--- src/cua_pkg.sv ---
// Shared constants, handshake structs and helpers for the CPU utilization averager.
package cua_pkg;

    // Default ring length for the moving averages.
    localparam int HISTORY_DEPTH_DEF = 5;

    // Field and datapath widths.
    localparam int TICK_W  = 31;
    localparam int CTR_W   = 63;
    localparam int DELTA_W = 64;
    localparam int WIDE_W  = 66;
    localparam int PROD_W  = 71;
    localparam int DIV_W   = 64;
    localparam int QUO_W   = 15;
    localparam int STEP_W  = 4;
    localparam int SYS_W   = 7;
    localparam int PROC_W  = 15;

    localparam logic [TICK_W-1:0] MIN_INTERVAL_RST = 31'd200;
    localparam logic [SYS_W-1:0]  SYS_MAX          = 7'd100;
    localparam logic [PROC_W-1:0] PROC_MAX         = 15'h7fff;
    localparam logic [STEP_W-1:0] SYS_STEPS        = 4'd7;
    localparam logic [STEP_W-1:0] PROC_STEPS       = 4'd15;

    // Register index of the minimum interval register.
    localparam logic REG_MIN_INTERVAL = 1'b0;

    // Command to the shared divider: the remainder starts at rem_init and the
    // quotient bits come from shifting in low_bits, most significant first.
    typedef struct packed {
        logic              start;
        logic [DIV_W-1:0]  rem_init;
        logic [QUO_W-1:0]  low_bits;
        logic [STEP_W-1:0] steps;
        logic [DIV_W-1:0]  divisor;
    } div_cmd_t;

    typedef struct packed {
        logic busy;
        logic done;
    } div_sts_t;

    // Multiply by 100 as a sum of three shifts.
    function automatic logic [PROD_W-1:0] times100(input logic [DIV_W-1:0] x);
        logic [PROD_W-1:0] xw;
        xw = {{(PROD_W-DIV_W){1'b0}}, x};
        return (xw << 6) + (xw << 5) + (xw << 2);
    endfunction

endpackage

--- src/cua_div.sv ---
// Shared restoring divider that produces one quotient bit per cycle.
module cua_div (
    input  logic                          aclk,
    input  logic                          aresetn,
    input  cua_pkg::div_cmd_t             cmd_i,
    output cua_pkg::div_sts_t             sts_o,
    output logic [cua_pkg::QUO_W-1:0]     quo_o
);
    import cua_pkg::*;

    logic [DIV_W-1:0]  rem_reg, rem_next;
    logic [DIV_W-1:0]  den_reg, den_next;
    logic [QUO_W-1:0]  low_reg, low_next;
    logic [QUO_W-1:0]  quo_reg, quo_next;
    logic [STEP_W-1:0] cnt_reg, cnt_next;
    logic              done_reg, done_next;
    logic [DIV_W:0]    shifted;
    logic [DIV_W+1:0]  trial;
    logic              fits;

    // Shift in the next dividend bit and try a subtraction.
    assign shifted = {rem_reg, low_reg[QUO_W-1]};
    assign trial   = {1'b0, shifted} - {2'b00, den_reg};
    assign fits    = ~trial[DIV_W+1];

    // Load on start, then step until the count runs out.
    always_comb begin
        rem_next  = rem_reg;
        den_next  = den_reg;
        low_next  = low_reg;
        quo_next  = quo_reg;
        cnt_next  = cnt_reg;
        done_next = 1'b0;
        if (cmd_i.start) begin
            rem_next = cmd_i.rem_init;
            low_next = cmd_i.low_bits;
            den_next = cmd_i.divisor;
            quo_next = '0;
            cnt_next = cmd_i.steps;
        end else if (cnt_reg != '0) begin
            rem_next  = fits ? trial[DIV_W-1:0] : shifted[DIV_W-1:0];
            low_next  = {low_reg[QUO_W-2:0], 1'b0};
            quo_next  = {quo_reg[QUO_W-2:0], fits};
            cnt_next  = cnt_reg - STEP_W'(1);
            done_next = (cnt_reg == STEP_W'(1));
        end
    end

    always_ff @(posedge aclk) begin
        if (!aresetn) begin
            cnt_reg  <= '0;
            done_reg <= 1'b0;
        end else begin
            cnt_reg  <= cnt_next;
            done_reg <= done_next;
        end
    end

    always_ff @(posedge aclk) begin
        rem_reg <= rem_next;
        den_reg <= den_next;
        low_reg <= low_next;
        quo_reg <= quo_next;
    end

    assign sts_o.busy = (cnt_reg != '0);
    assign sts_o.done = done_reg;
    assign quo_o      = quo_reg;

`ifndef SYNTHESIS
    // A new division is never started on top of one in progress.
    assert property (@(posedge aclk) disable iff (!aresetn)
        cmd_i.start |-> (cnt_reg == '0))
        else $error("divider started while busy");

    // While stepping, the partial remainder stays below a nonzero divisor.
    assert property (@(posedge aclk) disable iff (!aresetn)
        (cnt_reg != '0) |-> ((rem_reg < den_reg) && (den_reg != '0)))
        else $error("divider remainder out of range");

    // Done follows the last step only.
    assert property (@(posedge aclk) disable iff (!aresetn)
        done_reg |-> ($past(cnt_reg) == STEP_W'(1)))
        else $error("divider done without a final step");
`endif

endmodule

--- src/cua_hist.sv ---
// History ring storage for the system and process percentages.
module cua_hist #(
    parameter int DEPTH = cua_pkg::HISTORY_DEPTH_DEF
) (
    input  logic                              aclk,
    input  logic                              wr_en,
    input  logic [((DEPTH > 1) ? $clog2(DEPTH) : 1)-1:0] wr_addr,
    input  logic [cua_pkg::SYS_W-1:0]         wr_sys,
    input  logic [cua_pkg::PROC_W-1:0]        wr_proc,
    input  logic                              rd_en,
    input  logic [((DEPTH > 1) ? $clog2(DEPTH) : 1)-1:0] rd_addr,
    output logic [cua_pkg::SYS_W-1:0]         rd_sys,
    output logic [cua_pkg::PROC_W-1:0]        rd_proc
);
    import cua_pkg::*;

    logic [SYS_W-1:0]  sys_mem  [DEPTH];
    logic [PROC_W-1:0] proc_mem [DEPTH];

    // One write port and one registered read port.
    always_ff @(posedge aclk) begin
        if (wr_en) begin
            sys_mem[wr_addr]  <= wr_sys;
            proc_mem[wr_addr] <= wr_proc;
        end
        if (rd_en) begin
            rd_sys  <= sys_mem[rd_addr];
            rd_proc <= proc_mem[rd_addr];
        end
    end

endmodule

--- src/cpu_utilization_averager.sv ---
// CPU utilization averager: one sample of cumulative time counters per beat in,
// one averaged utilization result per beat out. A sample that arrives no more
// than min_interval_ms milliseconds (31-bit wrap) after the last taken sample
// repeats the last result with updated low. The first taken sample only stores
// the baseline and reports 0, 0. Every later taken sample forms the counter
// deltas, computes the system and process busy percentages and averages them
// over the last HISTORY_DEPTH measurements. One restoring divider, one quotient
// bit per cycle, is shared by all four divisions, and the history sum reads the
// ring one entry per cycle. The block takes one sample at a time: s_ready is
// high only when no sample is in flight.
module cpu_utilization_averager #(
    parameter int HISTORY_DEPTH = cua_pkg::HISTORY_DEPTH_DEF
) (
    input  logic                             aclk,
    input  logic                             aresetn,
    input  logic                             psel,
    input  logic                             penable,
    input  logic                             pwrite,
    input  logic [2:0]                       paddr,
    input  logic [31:0]                      pwdata,
    output logic [31:0]                      prdata,
    output logic                             pready,
    input  logic                             s_valid,
    output logic                             s_ready,
    input  logic [31:0]                      s_now_tick_ms,
    input  logic [cua_pkg::CTR_W-1:0]        s_wall_time,
    input  logic [cua_pkg::CTR_W-1:0]        s_idle_total,
    input  logic [cua_pkg::CTR_W-1:0]        s_kernel_total,
    input  logic [cua_pkg::CTR_W-1:0]        s_user_total,
    input  logic [cua_pkg::CTR_W-1:0]        s_proc_kernel_total,
    input  logic [cua_pkg::CTR_W-1:0]        s_proc_user_total,
    output logic                             m_valid,
    input  logic                             m_ready,
    output logic [cua_pkg::PROC_W-1:0]       m_process_usage_pct,
    output logic [cua_pkg::SYS_W-1:0]        m_system_usage_pct,
    output logic                             m_updated
);
    import cua_pkg::*;

    localparam int ADDR_W  = (HISTORY_DEPTH > 1) ? $clog2(HISTORY_DEPTH) : 1;
    localparam int FILL_W  = $clog2(HISTORY_DEPTH + 1);
    localparam int SUM_S_W = SYS_W + FILL_W;
    localparam int SUM_P_W = PROC_W + FILL_W;

    typedef enum logic [17:0] {
        ST_IDLE    = 18'h00001,
        ST_CHECK   = 18'h00002,
        ST_DIFF    = 18'h00004,
        ST_SUM     = 18'h00008,
        ST_ABS     = 18'h00010,
        ST_SMUL    = 18'h00020,
        ST_SGO     = 18'h00040,
        ST_SWAIT   = 18'h00080,
        ST_PMUL    = 18'h00100,
        ST_PGO     = 18'h00200,
        ST_PWAIT   = 18'h00400,
        ST_STORE   = 18'h00800,
        ST_ACC     = 18'h01000,
        ST_AGO_S   = 18'h02000,
        ST_AWAIT_S = 18'h04000,
        ST_AGO_P   = 18'h08000,
        ST_AWAIT_P = 18'h10000,
        ST_OUT     = 18'h20000
    } state_t;

    state_t state_reg, state_next;

    logic [TICK_W-1:0]  min_int_reg;
    logic [TICK_W-1:0]  tick_reg, now_reg;
    logic               baseline_reg;
    logic [CTR_W-1:0]   in_wall_reg, in_idle_reg, in_kern_reg, in_user_reg;
    logic [CTR_W-1:0]   in_pk_reg, in_pu_reg;
    logic [CTR_W-1:0]   prev_wall_reg, prev_idle_reg, prev_kern_reg, prev_user_reg;
    logic [CTR_W-1:0]   prev_pk_reg, prev_pu_reg;
    logic [DELTA_W-1:0] d_wall_reg, d_idle_reg, d_kern_reg, d_user_reg;
    logic [DELTA_W-1:0] d_pk_reg, d_pu_reg;
    logic [WIDE_W-1:0]  sys_reg, num_reg, busy_reg;
    logic [DIV_W-1:0]   as_reg, ab_reg, aw_reg;
    logic [DIV_W:0]     an_reg;
    logic               s_skip_reg, p_skip_reg;
    logic [PROD_W-1:0]  prod_reg;
    logic [SYS_W-1:0]   s_pct_reg;
    logic [PROC_W-1:0]  p_pct_reg;
    logic [ADDR_W-1:0]  pos_reg;
    logic [FILL_W-1:0]  fill_reg, acc_cnt_reg;
    logic [SUM_S_W-1:0] sum_s_reg;
    logic [SUM_P_W-1:0] sum_p_reg;
    logic [SYS_W-1:0]   last_s_reg;
    logic [PROC_W-1:0]  last_p_reg;
    logic [PROC_W-1:0]  m_proc_reg;
    logic [SYS_W-1:0]   m_sys_reg;
    logic               m_upd_reg;

    logic [TICK_W-1:0]  elapsed;
    logic [WIDE_W-1:0]  sx_du, sx_dk, sx_di, sx_dpu, sx_dpk, sx_dw;
    logic [WIDE_W-1:0]  abs_sys, abs_num, abs_busy, abs_wall;
    logic               proc_sat;
    logic               cfg_wr;
    div_cmd_t           div_cmd;
    div_sts_t           div_sts;
    logic [QUO_W-1:0]   div_quo;
    logic               hist_wr, hist_rd;
    logic [SYS_W-1:0]   hist_sys;
    logic [PROC_W-1:0]  hist_proc;

    // Configuration port.
    assign pready = 1'b1;
    assign cfg_wr = psel & penable & pwrite & pready;
    assign prdata = (paddr[2] == REG_MIN_INTERVAL) ? {1'b0, min_int_reg} : '0;

    always_ff @(posedge aclk) begin
        if (!aresetn) begin
            min_int_reg <= MIN_INTERVAL_RST;
        end else if (cfg_wr && (paddr[2] == REG_MIN_INTERVAL)) begin
            min_int_reg <= pwdata[TICK_W-1:0];
        end
    end

    // Datapath helpers.
    assign elapsed  = now_reg - tick_reg;
    assign sx_du    = {{(WIDE_W-DELTA_W){d_user_reg[DELTA_W-1]}}, d_user_reg};
    assign sx_dk    = {{(WIDE_W-DELTA_W){d_kern_reg[DELTA_W-1]}}, d_kern_reg};
    assign sx_di    = {{(WIDE_W-DELTA_W){d_idle_reg[DELTA_W-1]}}, d_idle_reg};
    assign sx_dpu   = {{(WIDE_W-DELTA_W){d_pu_reg[DELTA_W-1]}}, d_pu_reg};
    assign sx_dpk   = {{(WIDE_W-DELTA_W){d_pk_reg[DELTA_W-1]}}, d_pk_reg};
    assign sx_dw    = {{(WIDE_W-DELTA_W){d_wall_reg[DELTA_W-1]}}, d_wall_reg};
    assign abs_sys  = sys_reg[WIDE_W-1] ? (~sys_reg + WIDE_W'(1)) : sys_reg;
    assign abs_num  = num_reg[WIDE_W-1] ? (~num_reg + WIDE_W'(1)) : num_reg;
    assign abs_busy = busy_reg[WIDE_W-1] ? (~busy_reg + WIDE_W'(1)) : busy_reg;
    assign abs_wall = sx_dw[WIDE_W-1] ? (~sx_dw + WIDE_W'(1)) : sx_dw;
    assign proc_sat = {{(DIV_W-(PROD_W-QUO_W)){1'b0}}, prod_reg[PROD_W-1:QUO_W]} >= aw_reg;

    // Divider command per state.
    always_comb begin
        div_cmd = '0;
        case (state_reg)
            ST_SGO: begin
                div_cmd.start    = 1'b1;
                div_cmd.rem_init = prod_reg[PROD_W-1:SYS_W];
                div_cmd.low_bits = {prod_reg[SYS_W-1:0], {(QUO_W-SYS_W){1'b0}}};
                div_cmd.steps    = SYS_STEPS;
                div_cmd.divisor  = as_reg;
            end
            ST_PGO: begin
                div_cmd.start    = ~proc_sat;
                div_cmd.rem_init = {{(DIV_W-(PROD_W-QUO_W)){1'b0}},
                                    prod_reg[PROD_W-1:QUO_W]};
                div_cmd.low_bits = prod_reg[QUO_W-1:0];
                div_cmd.steps    = PROC_STEPS;
                div_cmd.divisor  = aw_reg;
            end
            ST_AGO_S: begin
                div_cmd.start    = 1'b1;
                div_cmd.rem_init = {{(DIV_W-FILL_W){1'b0}}, sum_s_reg[SUM_S_W-1:SYS_W]};
                div_cmd.low_bits = {sum_s_reg[SYS_W-1:0], {(QUO_W-SYS_W){1'b0}}};
                div_cmd.steps    = SYS_STEPS;
                div_cmd.divisor  = {{(DIV_W-FILL_W){1'b0}}, fill_reg};
            end
            ST_AGO_P: begin
                div_cmd.start    = 1'b1;
                div_cmd.rem_init = {{(DIV_W-FILL_W){1'b0}}, sum_p_reg[SUM_P_W-1:PROC_W]};
                div_cmd.low_bits = sum_p_reg[PROC_W-1:0];
                div_cmd.steps    = PROC_STEPS;
                div_cmd.divisor  = {{(DIV_W-FILL_W){1'b0}}, fill_reg};
            end
            default: begin
                div_cmd = '0;
            end
        endcase
    end

    cua_div u_div (
        .aclk    (aclk),
        .aresetn (aresetn),
        .cmd_i   (div_cmd),
        .sts_o   (div_sts),
        .quo_o   (div_quo)
    );

    // History ring access.
    assign hist_wr = (state_reg == ST_STORE);
    assign hist_rd = (state_reg == ST_ACC) && (acc_cnt_reg < fill_reg);

    cua_hist #(
        .DEPTH (HISTORY_DEPTH)
    ) u_hist (
        .aclk    (aclk),
        .wr_en   (hist_wr),
        .wr_addr (pos_reg),
        .wr_sys  (s_pct_reg),
        .wr_proc (p_pct_reg),
        .rd_en   (hist_rd),
        .rd_addr (acc_cnt_reg[ADDR_W-1:0]),
        .rd_sys  (hist_sys),
        .rd_proc (hist_proc)
    );

    // Sequencer next state.
    always_comb begin
        state_next = state_reg;
        case (state_reg)
            ST_IDLE: begin
                if (s_valid) state_next = ST_CHECK;
            end
            ST_CHECK: begin
                if (elapsed <= min_int_reg || !baseline_reg) state_next = ST_OUT;
                else state_next = ST_DIFF;
            end
            ST_DIFF:  state_next = ST_SUM;
            ST_SUM:   state_next = ST_ABS;
            ST_ABS:   state_next = ST_SMUL;
            ST_SMUL: begin
                if (s_skip_reg || an_reg >= {1'b0, as_reg}) state_next = ST_PMUL;
                else state_next = ST_SGO;
            end
            ST_SGO:   state_next = ST_SWAIT;
            ST_SWAIT: begin
                if (div_sts.done) state_next = ST_PMUL;
            end
            ST_PMUL: begin
                if (p_skip_reg) state_next = ST_STORE;
                else state_next = ST_PGO;
            end
            ST_PGO: begin
                if (proc_sat) state_next = ST_STORE;
                else state_next = ST_PWAIT;
            end
            ST_PWAIT: begin
                if (div_sts.done) state_next = ST_STORE;
            end
            ST_STORE: state_next = ST_ACC;
            ST_ACC: begin
                if (acc_cnt_reg == fill_reg) state_next = ST_AGO_S;
            end
            ST_AGO_S:   state_next = ST_AWAIT_S;
            ST_AWAIT_S: begin
                if (div_sts.done) state_next = ST_AGO_P;
            end
            ST_AGO_P:   state_next = ST_AWAIT_P;
            ST_AWAIT_P: begin
                if (div_sts.done) state_next = ST_OUT;
            end
            ST_OUT: begin
                if (m_ready) state_next = ST_IDLE;
            end
            default: state_next = ST_IDLE;
        endcase
    end

    // Control state.
    always_ff @(posedge aclk) begin
        if (!aresetn) begin
            state_reg    <= ST_IDLE;
            tick_reg     <= '0;
            baseline_reg <= 1'b0;
            pos_reg      <= '0;
            fill_reg     <= '0;
            acc_cnt_reg  <= '0;
            last_s_reg   <= '0;
            last_p_reg   <= '0;
        end else begin
            state_reg <= state_next;
            case (state_reg)
                ST_CHECK: begin
                    if (elapsed > min_int_reg && !baseline_reg) begin
                        baseline_reg <= 1'b1;
                        tick_reg     <= now_reg;
                        last_s_reg   <= '0;
                        last_p_reg   <= '0;
                    end
                end
                ST_DIFF: begin
                    tick_reg <= now_reg;
                end
                ST_STORE: begin
                    pos_reg     <= (pos_reg == ADDR_W'(HISTORY_DEPTH - 1)) ?
                                   '0 : pos_reg + ADDR_W'(1);
                    if (fill_reg < FILL_W'(HISTORY_DEPTH)) begin
                        fill_reg <= fill_reg + FILL_W'(1);
                    end
                    acc_cnt_reg <= '0;
                end
                ST_ACC: begin
                    if (acc_cnt_reg != fill_reg) acc_cnt_reg <= acc_cnt_reg + FILL_W'(1);
                end
                ST_AWAIT_S: begin
                    if (div_sts.done) last_s_reg <= div_quo[SYS_W-1:0];
                end
                ST_AWAIT_P: begin
                    if (div_sts.done) last_p_reg <= div_quo;
                end
                default: begin
                end
            endcase
        end
    end

    // Datapath registers.
    always_ff @(posedge aclk) begin
        case (state_reg)
            ST_IDLE: begin
                if (s_valid) begin
                    now_reg     <= s_now_tick_ms[TICK_W-1:0];
                    in_wall_reg <= s_wall_time;
                    in_idle_reg <= s_idle_total;
                    in_kern_reg <= s_kernel_total;
                    in_user_reg <= s_user_total;
                    in_pk_reg   <= s_proc_kernel_total;
                    in_pu_reg   <= s_proc_user_total;
                end
            end
            ST_CHECK: begin
                if (elapsed <= min_int_reg) begin
                    m_proc_reg <= last_p_reg;
                    m_sys_reg  <= last_s_reg;
                    m_upd_reg  <= 1'b0;
                end else if (!baseline_reg) begin
                    prev_wall_reg <= in_wall_reg;
                    prev_idle_reg <= in_idle_reg;
                    prev_kern_reg <= in_kern_reg;
                    prev_user_reg <= in_user_reg;
                    prev_pk_reg   <= in_pk_reg;
                    prev_pu_reg   <= in_pu_reg;
                    m_proc_reg    <= '0;
                    m_sys_reg     <= '0;
                    m_upd_reg     <= 1'b1;
                end
            end
            ST_DIFF: begin
                d_wall_reg    <= {1'b0, in_wall_reg} - {1'b0, prev_wall_reg};
                d_idle_reg    <= {1'b0, in_idle_reg} - {1'b0, prev_idle_reg};
                d_kern_reg    <= {1'b0, in_kern_reg} - {1'b0, prev_kern_reg};
                d_user_reg    <= {1'b0, in_user_reg} - {1'b0, prev_user_reg};
                d_pk_reg      <= {1'b0, in_pk_reg} - {1'b0, prev_pk_reg};
                d_pu_reg      <= {1'b0, in_pu_reg} - {1'b0, prev_pu_reg};
                prev_wall_reg <= in_wall_reg;
                prev_idle_reg <= in_idle_reg;
                prev_kern_reg <= in_kern_reg;
                prev_user_reg <= in_user_reg;
                prev_pk_reg   <= in_pk_reg;
                prev_pu_reg   <= in_pu_reg;
            end
            ST_SUM: begin
                sys_reg  <= sx_du + sx_dk;
                num_reg  <= sx_du + sx_dk - sx_di;
                busy_reg <= sx_dpu + sx_dpk;
            end
            ST_ABS: begin
                as_reg     <= abs_sys[DIV_W-1:0];
                an_reg     <= abs_num[DIV_W:0];
                ab_reg     <= abs_busy[DIV_W-1:0];
                aw_reg     <= abs_wall[DIV_W-1:0];
                s_skip_reg <= (sys_reg == '0) || (num_reg == '0) ||
                              (sys_reg[WIDE_W-1] != num_reg[WIDE_W-1]);
                p_skip_reg <= (busy_reg == '0) || (sx_dw == '0) ||
                              (busy_reg[WIDE_W-1] != sx_dw[WIDE_W-1]);
            end
            ST_SMUL: begin
                if (s_skip_reg) s_pct_reg <= '0;
                else if (an_reg >= {1'b0, as_reg}) s_pct_reg <= SYS_MAX;
                else prod_reg <= times100(an_reg[DIV_W-1:0]);
            end
            ST_SWAIT: begin
                if (div_sts.done) s_pct_reg <= div_quo[SYS_W-1:0];
            end
            ST_PMUL: begin
                if (p_skip_reg) p_pct_reg <= '0;
                else prod_reg <= times100(ab_reg);
            end
            ST_PGO: begin
                if (proc_sat) p_pct_reg <= PROC_MAX;
            end
            ST_PWAIT: begin
                if (div_sts.done) p_pct_reg <= div_quo;
            end
            ST_STORE: begin
                sum_s_reg <= '0;
                sum_p_reg <= '0;
            end
            ST_ACC: begin
                if (acc_cnt_reg != '0) begin
                    sum_s_reg <= sum_s_reg + SUM_S_W'(hist_sys);
                    sum_p_reg <= sum_p_reg + SUM_P_W'(hist_proc);
                end
            end
            ST_AWAIT_P: begin
                if (div_sts.done) begin
                    m_proc_reg <= div_quo;
                    m_sys_reg  <= last_s_reg;
                    m_upd_reg  <= 1'b1;
                end
            end
            default: begin
            end
        endcase
    end

    // Handshake outputs.
    assign s_ready             = (state_reg == ST_IDLE);
    assign m_valid             = (state_reg == ST_OUT);
    assign m_process_usage_pct = m_proc_reg;
    assign m_system_usage_pct  = m_sys_reg;
    assign m_updated           = m_upd_reg;

`ifndef SYNTHESIS
    // Only one sample is in flight: no new beat while a result waits.
    assert property (@(posedge aclk) disable iff (!aresetn)
        !(s_ready && m_valid))
        else $error("input ready while result pending");

    // The fill count never passes the ring length.
    assert property (@(posedge aclk) disable iff (!aresetn)
        fill_reg <= FILL_W'(HISTORY_DEPTH))
        else $error("history fill count overflow");

    // A repeated result shows the last stored averages.
    assert property (@(posedge aclk) disable iff (!aresetn)
        (m_valid && !m_updated) |->
            (m_process_usage_pct == last_p_reg) && (m_system_usage_pct == last_s_reg))
        else $error("repeated result differs from last averages");

    // The averaged system percentage stays within range.
    assert property (@(posedge aclk) disable iff (!aresetn)
        m_valid |-> (m_system_usage_pct <= SYS_MAX))
        else $error("system percentage above limit");
`endif

endmodule
--- config.mk ---
export PLATFORM = sky130hd
export DESIGN_NAME = cpu_utilization_averager
export DESIGN_NICKNAME = d
export VERILOG_FILES = /design/src/cua_pkg.sv /design/src/cua_div.sv /design/src/cua_hist.sv /design/src/cpu_utilization_averager.sv
export SDC_FILE = /design/constraint.sdc
export NUM_CORES = 2
export LEC_CHECK = 0
export BUFFER_PORTS_ARGS = -buffer_cell sky130_fd_sc_hd__buf_2
export CORE_ASPECT_RATIO = 2
export CORE_MARGIN = 10
export CORE_UTILIZATION = 25
export DETAILED_ROUTE_END_ITERATION = 8
export PLACE_DENSITY = 0.37
export SETUP_SLACK_MARGIN = 0.2
export SLEW_MARGIN = 20
export SYNTH_ARGS = -nofsm -noshare
export SYNTH_HDL_FRONTEND = slang
export SYNTH_SLANG_ARGS = --single-unit
--- constraint.sdc ---
create_clock -name aclk -period 28.7 [get_ports aclk]
set_clock_uncertainty 0.05 [all_clocks]
set_input_delay 5.74 -clock aclk [delete_from_list [all_inputs] [get_ports aclk]]
set_output_delay 5.74 -clock aclk [all_outputs]
set_load 0.005 [all_outputs]
# Yosys cells after proc, flatten, opt, wreduce, memory -nomap -nowiden
# Memories as Yosys holds them, arrays and structs flattened. A register that Yosys moved wholly into a read port is not among the register bits.
# Index checks and enable logic that the tools add are counted.
word_totals:
  in_bits: 452
  memories: 2
  elab_cells: 259
  out_inout_bits: 58
  ramBits: 110
  reg_bits: 2045
mem_list:
  columns: ["memory", "depth", "word_bits", "rd", "rd_ports_with_merged_regs", "wr", "line", "text"]
  rows:
  - ["u_hist.proc_mem", 5, 15, 1, 1, 1, "cua_hist.sv:18", "logic [PROC_W-1:0] proc_mem [DEPTH];"]
  - ["u_hist.sys_mem", 5, 7, 1, 1, 1, "cua_hist.sv:17", "logic [SYS_W-1:0] sys_mem [DEPTH];"]
op_classes:
  n_mux: 81
  reduce_logical: 39
  eq_ne: 43
  magnitude_cmp: 6
  n_bitwise: 11
  n_addsub: 25
op_table:
  columns: ["cell", "count"]
  rows:
  - ["63-bit 2-to-1 mux", 13]
  - ["63-bit case mux with 2 select lines", 6]
  - ["148-bit case mux with 4 select lines", 1]
  - ["63-bit by 63-bit subtractor with 64-bit output", 6]
  - ["18-bit case mux with 18 select lines", 1]
  - ["64-bit 2-to-1 mux", 5]
  - ["66-bit logical NOT", 4]
  - ["71-bit 2-to-1 mux", 3]
  - ["64-bit by 1-bit adder with 64-bit output (second input constant)", 3]
  - ["64-bit NOT", 3]
  - ["18-bit 2-to-1 mux", 9]
  - ["70-bit by 69-bit adder with 71-bit output", 2]
  - ["71-bit by 66-bit adder with 71-bit output", 2]
  - ["71-bit case mux with 2 select lines", 1]
  - ["65-bit by 64-bit subtractor with 66-bit output", 2]
  - ["64-bit by 64-bit adder with 65-bit output", 2]
  - ["15-bit 2-to-1 mux", 8]
  - ["65-bit by 1-bit adder with 65-bit output (second input constant)", 1]
  - ["65-bit by 64-bit greater-or-equal comparator with 1-bit output", 1]
  - ["65-bit 2-to-1 mux", 1]
  - ["65-bit NOT", 1]
  - ["56-bit by 64-bit greater-or-equal comparator with 1-bit output", 1]
  - ["31-bit 2-to-1 mux", 2]
  - ["31-bit case mux with 2 select lines", 1]
  - ["62 further kinds", 126]

# Logic depth before layout (Yosys ltp)
depth:
  depth_word: 5
  ltp_mapped: 28
  mapped_depth_nobuf: 26

# By module
# A second synthesis with hierarchy kept.
unflattened:
  cells_unflattened: 12090
  hier_area_um2: 131327.2
modules_own_cells:
  columns: ["mod", "cells_per_inst", "area_per_inst_um2", "n_inst"]
  rows:
  - ["cpu_utilization_averager", 10721, 115112.9, 1]
  - ["cua_div", 1104, 11155.7, 1]
  - ["cua_hist", 265, 5058.6, 1]

# Least setup slack after synthesis
# No wires, ideal clock.
synth_path:
  path_kind: "reg-to-reg"
  startpoint: "register state_reg[17]"
  endpoint: "register state_reg[0]"
  path_stages_with_launch: 10
  slack_ns: 7.261
  required_time_ns: 28.522
  t_arrival_ns: 21.261
  setup_ns: 0.128
  path_cell_list: "dfxtp_1 > or4_1 > nor2_1 > nand3_1 > nor3b_1 > nor4b_1 > nand2_1 > nor2_1 > a21oi_1 > nand2_1"
synth_between:
  elab_chain_len: 3
synth_lines:
  columns: ["item", "line", "text"]
  rows:
  - ["start, declared", "cpu_utilization_averager.sv:66", "state_t state_reg, state_next;"]
  - ["start signal, assigned", "cpu_utilization_averager.sv:262", "state_reg <= state_next;"]
  - ["18-bit by 15-bit == test with 1-bit output, or another cell as far along", "cpu_utilization_averager.sv:201", "case (state_reg)"]
  - ["2-bit by 1-bit != test with 1-bit output (no source line) or 2-bit != test (tied branches)", null, null]
  - ["7-bit AND reduction (no source line)", null, null]
# Parallel ways exist; a longest one is shown, timed or not.
# A chain may end at the register's enable or synchronous reset.

# Worst setup path in the final report
layout_path:
  startpoint: "input port paddr[2]"
  endpoint: "output port prdata[16]"
layout_between:
  elab_chain_len: 1
layout_lines:
  columns: ["item", "line", "text"]
  rows:
  - ["start, declared", "cpu_utilization_averager.sv:19", "input logic [2:0] paddr,"]
  - ["31-bit 2-to-1 mux", "cpu_utilization_averager.sv:109", "assign prdata = (paddr[2] == REG_MIN_INTERVAL) ? {1'b0, min_int_reg} : '0;"]
  - ["end, declared", "cpu_utilization_averager.sv:21", "output logic [31:0] prdata,"]
# No other way between the ends.

==> qor.yml <==
status:
  status: "completed"
synth:
  ys_warn_count: 0
  synthArstFlopShare: 0
  synth_most_common_cell: "edfxtp_1"
  synth_edf_count: 2043
  synthesis.instances: 11700
  synth.area.top_cells: "edfxtp_1 (48%), ha_1 (9.6%), xnor2_1 (4.7%)"
  ys_types: 98
  syn-num-nets: 13300
  synth_area_sq_um: 129000
  ys_ff_latch: 2175
  yosysSeqAreaShare: 0.497
  syn_area_per_cell_sq_um: 11.0
  synth_top_area_frac: 0.477
  synth_flop_cell: "edfxtp_1"
  ys_top_cells_by_count: "edfxtp_1 (2043), ha_1 (988), a21oi_1 (947)"
  synth_top_cell_by_area: "edfxtp_1"
place:
  routabilityCongestion: 0.902
  dp_hpwl_mm: 332
  place_ws_ns: 16.46
  buffer_ports.inserted: 503
min_path:
  hold_path_end: "tick_reg[16]"
  min_path_cells: 2
  hold_class: "reg -> reg"
  hold_start: "tick_reg[16]"
routing:
  drt_wl_total_mm: 413
  drtIter0Drc: 4990
  via_count: 90500
  vias_per_cell: 4.73
  detail_route.first_pass.iterations: 8
  postRouteAntennaNets: 0
  avgRoutedWirePerCell_um: 21.6
  drc_errors: 0
sta:
  max_slew_margin: 0.0997
  layout_setup_ws_ns: 16.47
  worst_slew_pin_slew_ns: 1.34
  fin_tns_setup_ns: 0
  report.final.slew_viol_count: 0
  finalHoldViolCount: 0
  period_share: 0.426
  grt_setup_unrepaired: "no"
  finalSetupViolations: 0
  min_period_ns: 12.23
  fmax_mhz: 81.8
setup_path:
  crit_path_cell_trace: "buf_2 > nor2_1 > buf_2"
  ff2ff_path_depth: 26
  reg2reg_to: "prev_kern_reg[25]"
  setup.worst_path.end_class: "output pin"
  path_max_fanout: 33
  r2r-start: "tick_reg[1]"
  start_kind: "input port"
  worstPathRequired_ns: 22.91
  r2r_slack_ns: 19.56
  crit_arrival_ns: 6.44
  critical-path-top-delay-family: "buffers and inverters"
  crit_slowest_cell: "buf_2"
  cpMostUsedCell: "buf_2"
  setup.worst_path.class: "in -> out"
  critPathMaxStageDelay_ns: 0.44
  path_buf_inv: 2
job:
  maxCapViolations: 0
cts:
  holdBufCountCts: 0
  cts_setup_buffers: 0
  clock_latency_ns: 0.95
  cts_sinks: 2175
  root_buffer: "clkbuf_16"
  clkTransAtPathRegs_ns: 0.06
  h-tree-depth: 4
  clockBufferDepth: 4
  cts_tree: "done"
  numCtsBuffers: 227
  post_cts_resized: 0
layout:
  largest_reg_flops: 75
  syn_to_final_growth_pct: 14.2
  final_nets: 13800
  fin_util: 0.287
  drive_above_1_share: 0.0905
grt:
  antenna_found_initial: 20
  grt_use_total: 0.146
  grt_overflow_total: 0
  grt_max_degree: 115
  grt_pass1_vias: 96100
  grt_pass1_wl_mm: 611
floorplan:
  top_level_ports: 510
  dieArea_sq_um: 546000
  core_sq_um: 513000
  initial_utilization: 0.251
  chipWidth_um: 527
  placementRows: 372
  die_y_mm: 1.03
power_and_ir_drop:
  internal_power_w: 0.00636
  power_density_nw_per_um2: 62.3
  switching_share: 0.305
  power_frac_comb: 0.231
  p_clk_frac: 0.337
  seqPwrFrac: 0.432
  peakVddDrop_mv: 0.0575
  fin_total_pwr_w: 0.00916
  leakagePower_nw: 56.7
  switchingPower_w: 0.00280
[area by class of cell]
| cell class | count | area, sq um |
|---|---|---|
| Sequential cell | 2175 | 64000 |
| Timing Repair Buffer | 608 | 3370 |
| Clock inverter | 144 | 1650 |
| Clock buffer | 266 | 5910 |
| Antenna cell | 40 | 100 |
| Inverter | 923 | 3480 |
| Tap cell | 6732 | 8420 |
| Fill cell | 53100 | 366000 |
| Multi-Input combinational cell | 8265 | 60100 |
[worst max-delay path by stage]
stage | cells after the start | start | slack [ns] | to
finish | 3 | paddr[2] | 16.47 | prdata[16]
global route | 3 | paddr[2] | 16.38 | prdata[22]
CTS | 3 | paddr[2] | 16.46 | prdata[16]
detailed placement | 3 | paddr[2] | 16.46 | prdata[16]
global placement | 3 | paddr[2] | 16.49 | prdata[0]
floorplan | 9 | state_reg[17] | 7.26 | state_reg[0]
[worst reg2reg max path, stage by stage (launching register included)]
cell and delay [ns]:
dfxtp_1 0.37, inv_1 0.06, ha_1 0.28, nor2b_1 0.12
o21ai_0 0.24, a21boi_0 0.17, o21ai_0 0.40, a211oi_1 0.19
o311ai_0 0.68, a31oi_1 0.30, o311ai_0 0.76, a21oi_1 0.19
o221a_2 0.28, nor2_1 0.11, xnor2_1 0.08, ha_1 0.29
nand4_1 0.14, o21ai_0 0.35, o21ai_0 0.14, nor2_1 0.14
buf_4 0.20, and2_1 0.25, a21o_4 0.33, buf_4 0.59
buf_12 0.64, buf_4 0.69, buf_4 0.71
[cell families after synthesis]
group           synth area share
buf+inv                   0.0376
fa+ha+maj                  0.117
flops                      0.497
xor+xnor                  0.0667
mux                      0.00819
simple gates               0.104
compound gates             0.169
other cells            0.0000583
[layout by cell type (no fill, tap or decap), types with 44 or more instances in the layout]
master,n
a211oi_1,87
a21boi_0,67
a21o_1,622
a21oi_1,946
a221oi_1,76
a22o_1,86
a31oi_1,132
and2_1,66
and3_1,109
buf_2,503
buf_4,101
clkbuf_16,230
dfxtp_1,130
edfxtp_1,2043
fa_1,135
ha_1,988
inv_1,919
nand2_1,882
nand2b_1,141
nand3_1,233
nand4_1,161
nor2_1,534
nor2b_1,125
nor3_1,138
nor4_1,44
o211ai_1,50
o21a_1,93
o21ai_0,638
o21bai_1,105
o31ai_1,115
or3_1,74
or4_1,45
xnor2_1,686
xor2_1,290
[metal layers]
layer / share of wire / vias up / global-route usage / routed length [um]
li1: - / 44400 / - / -
met1: 0.36 / 43700 / 0.148 / 151000
met2: 0.55 / 1766 / 0.290 / 227000
met3: 0.027 / 646 / 0.0135 / 11000
met4: 0.061 / 2 / 0.0780 / 25100
met5: 0.000029 / - / 0 / 12
[stage by stage]
stage | cells | hold slack [ns] | cell area, sq um
2_1_floorplan | 11700 | 0.372 | 129000
3_3_place_gp | 18700 | 0.389 | 139000
3_5_place_dp | 18700 | 0.394 | 139000
4_1_cts | 19100 | 0.403 | 147000
5_1_grt | 19200 | 0.419 | 147000
6_report | 19200 | 0.399 | 147000
[power by group through the flow]
| stage | clock network (W) | registers [W] | logic, W |
|---|---|---|---|
| floorplan | 0 | 0.00402 | 0.00150 |
| global placement | 0 | 0.00403 | 0.00211 |
| detailed placement | 0 | 0.00404 | 0.00212 |
| CTS | 0.00324 | 0.00397 | 0.00214 |
| global route | 0.00333 | 0.00399 | 0.00235 |
| finish | 0.00309 | 0.00396 | 0.00211 |
No activity file was read; power rests on OpenSTA's default activity.
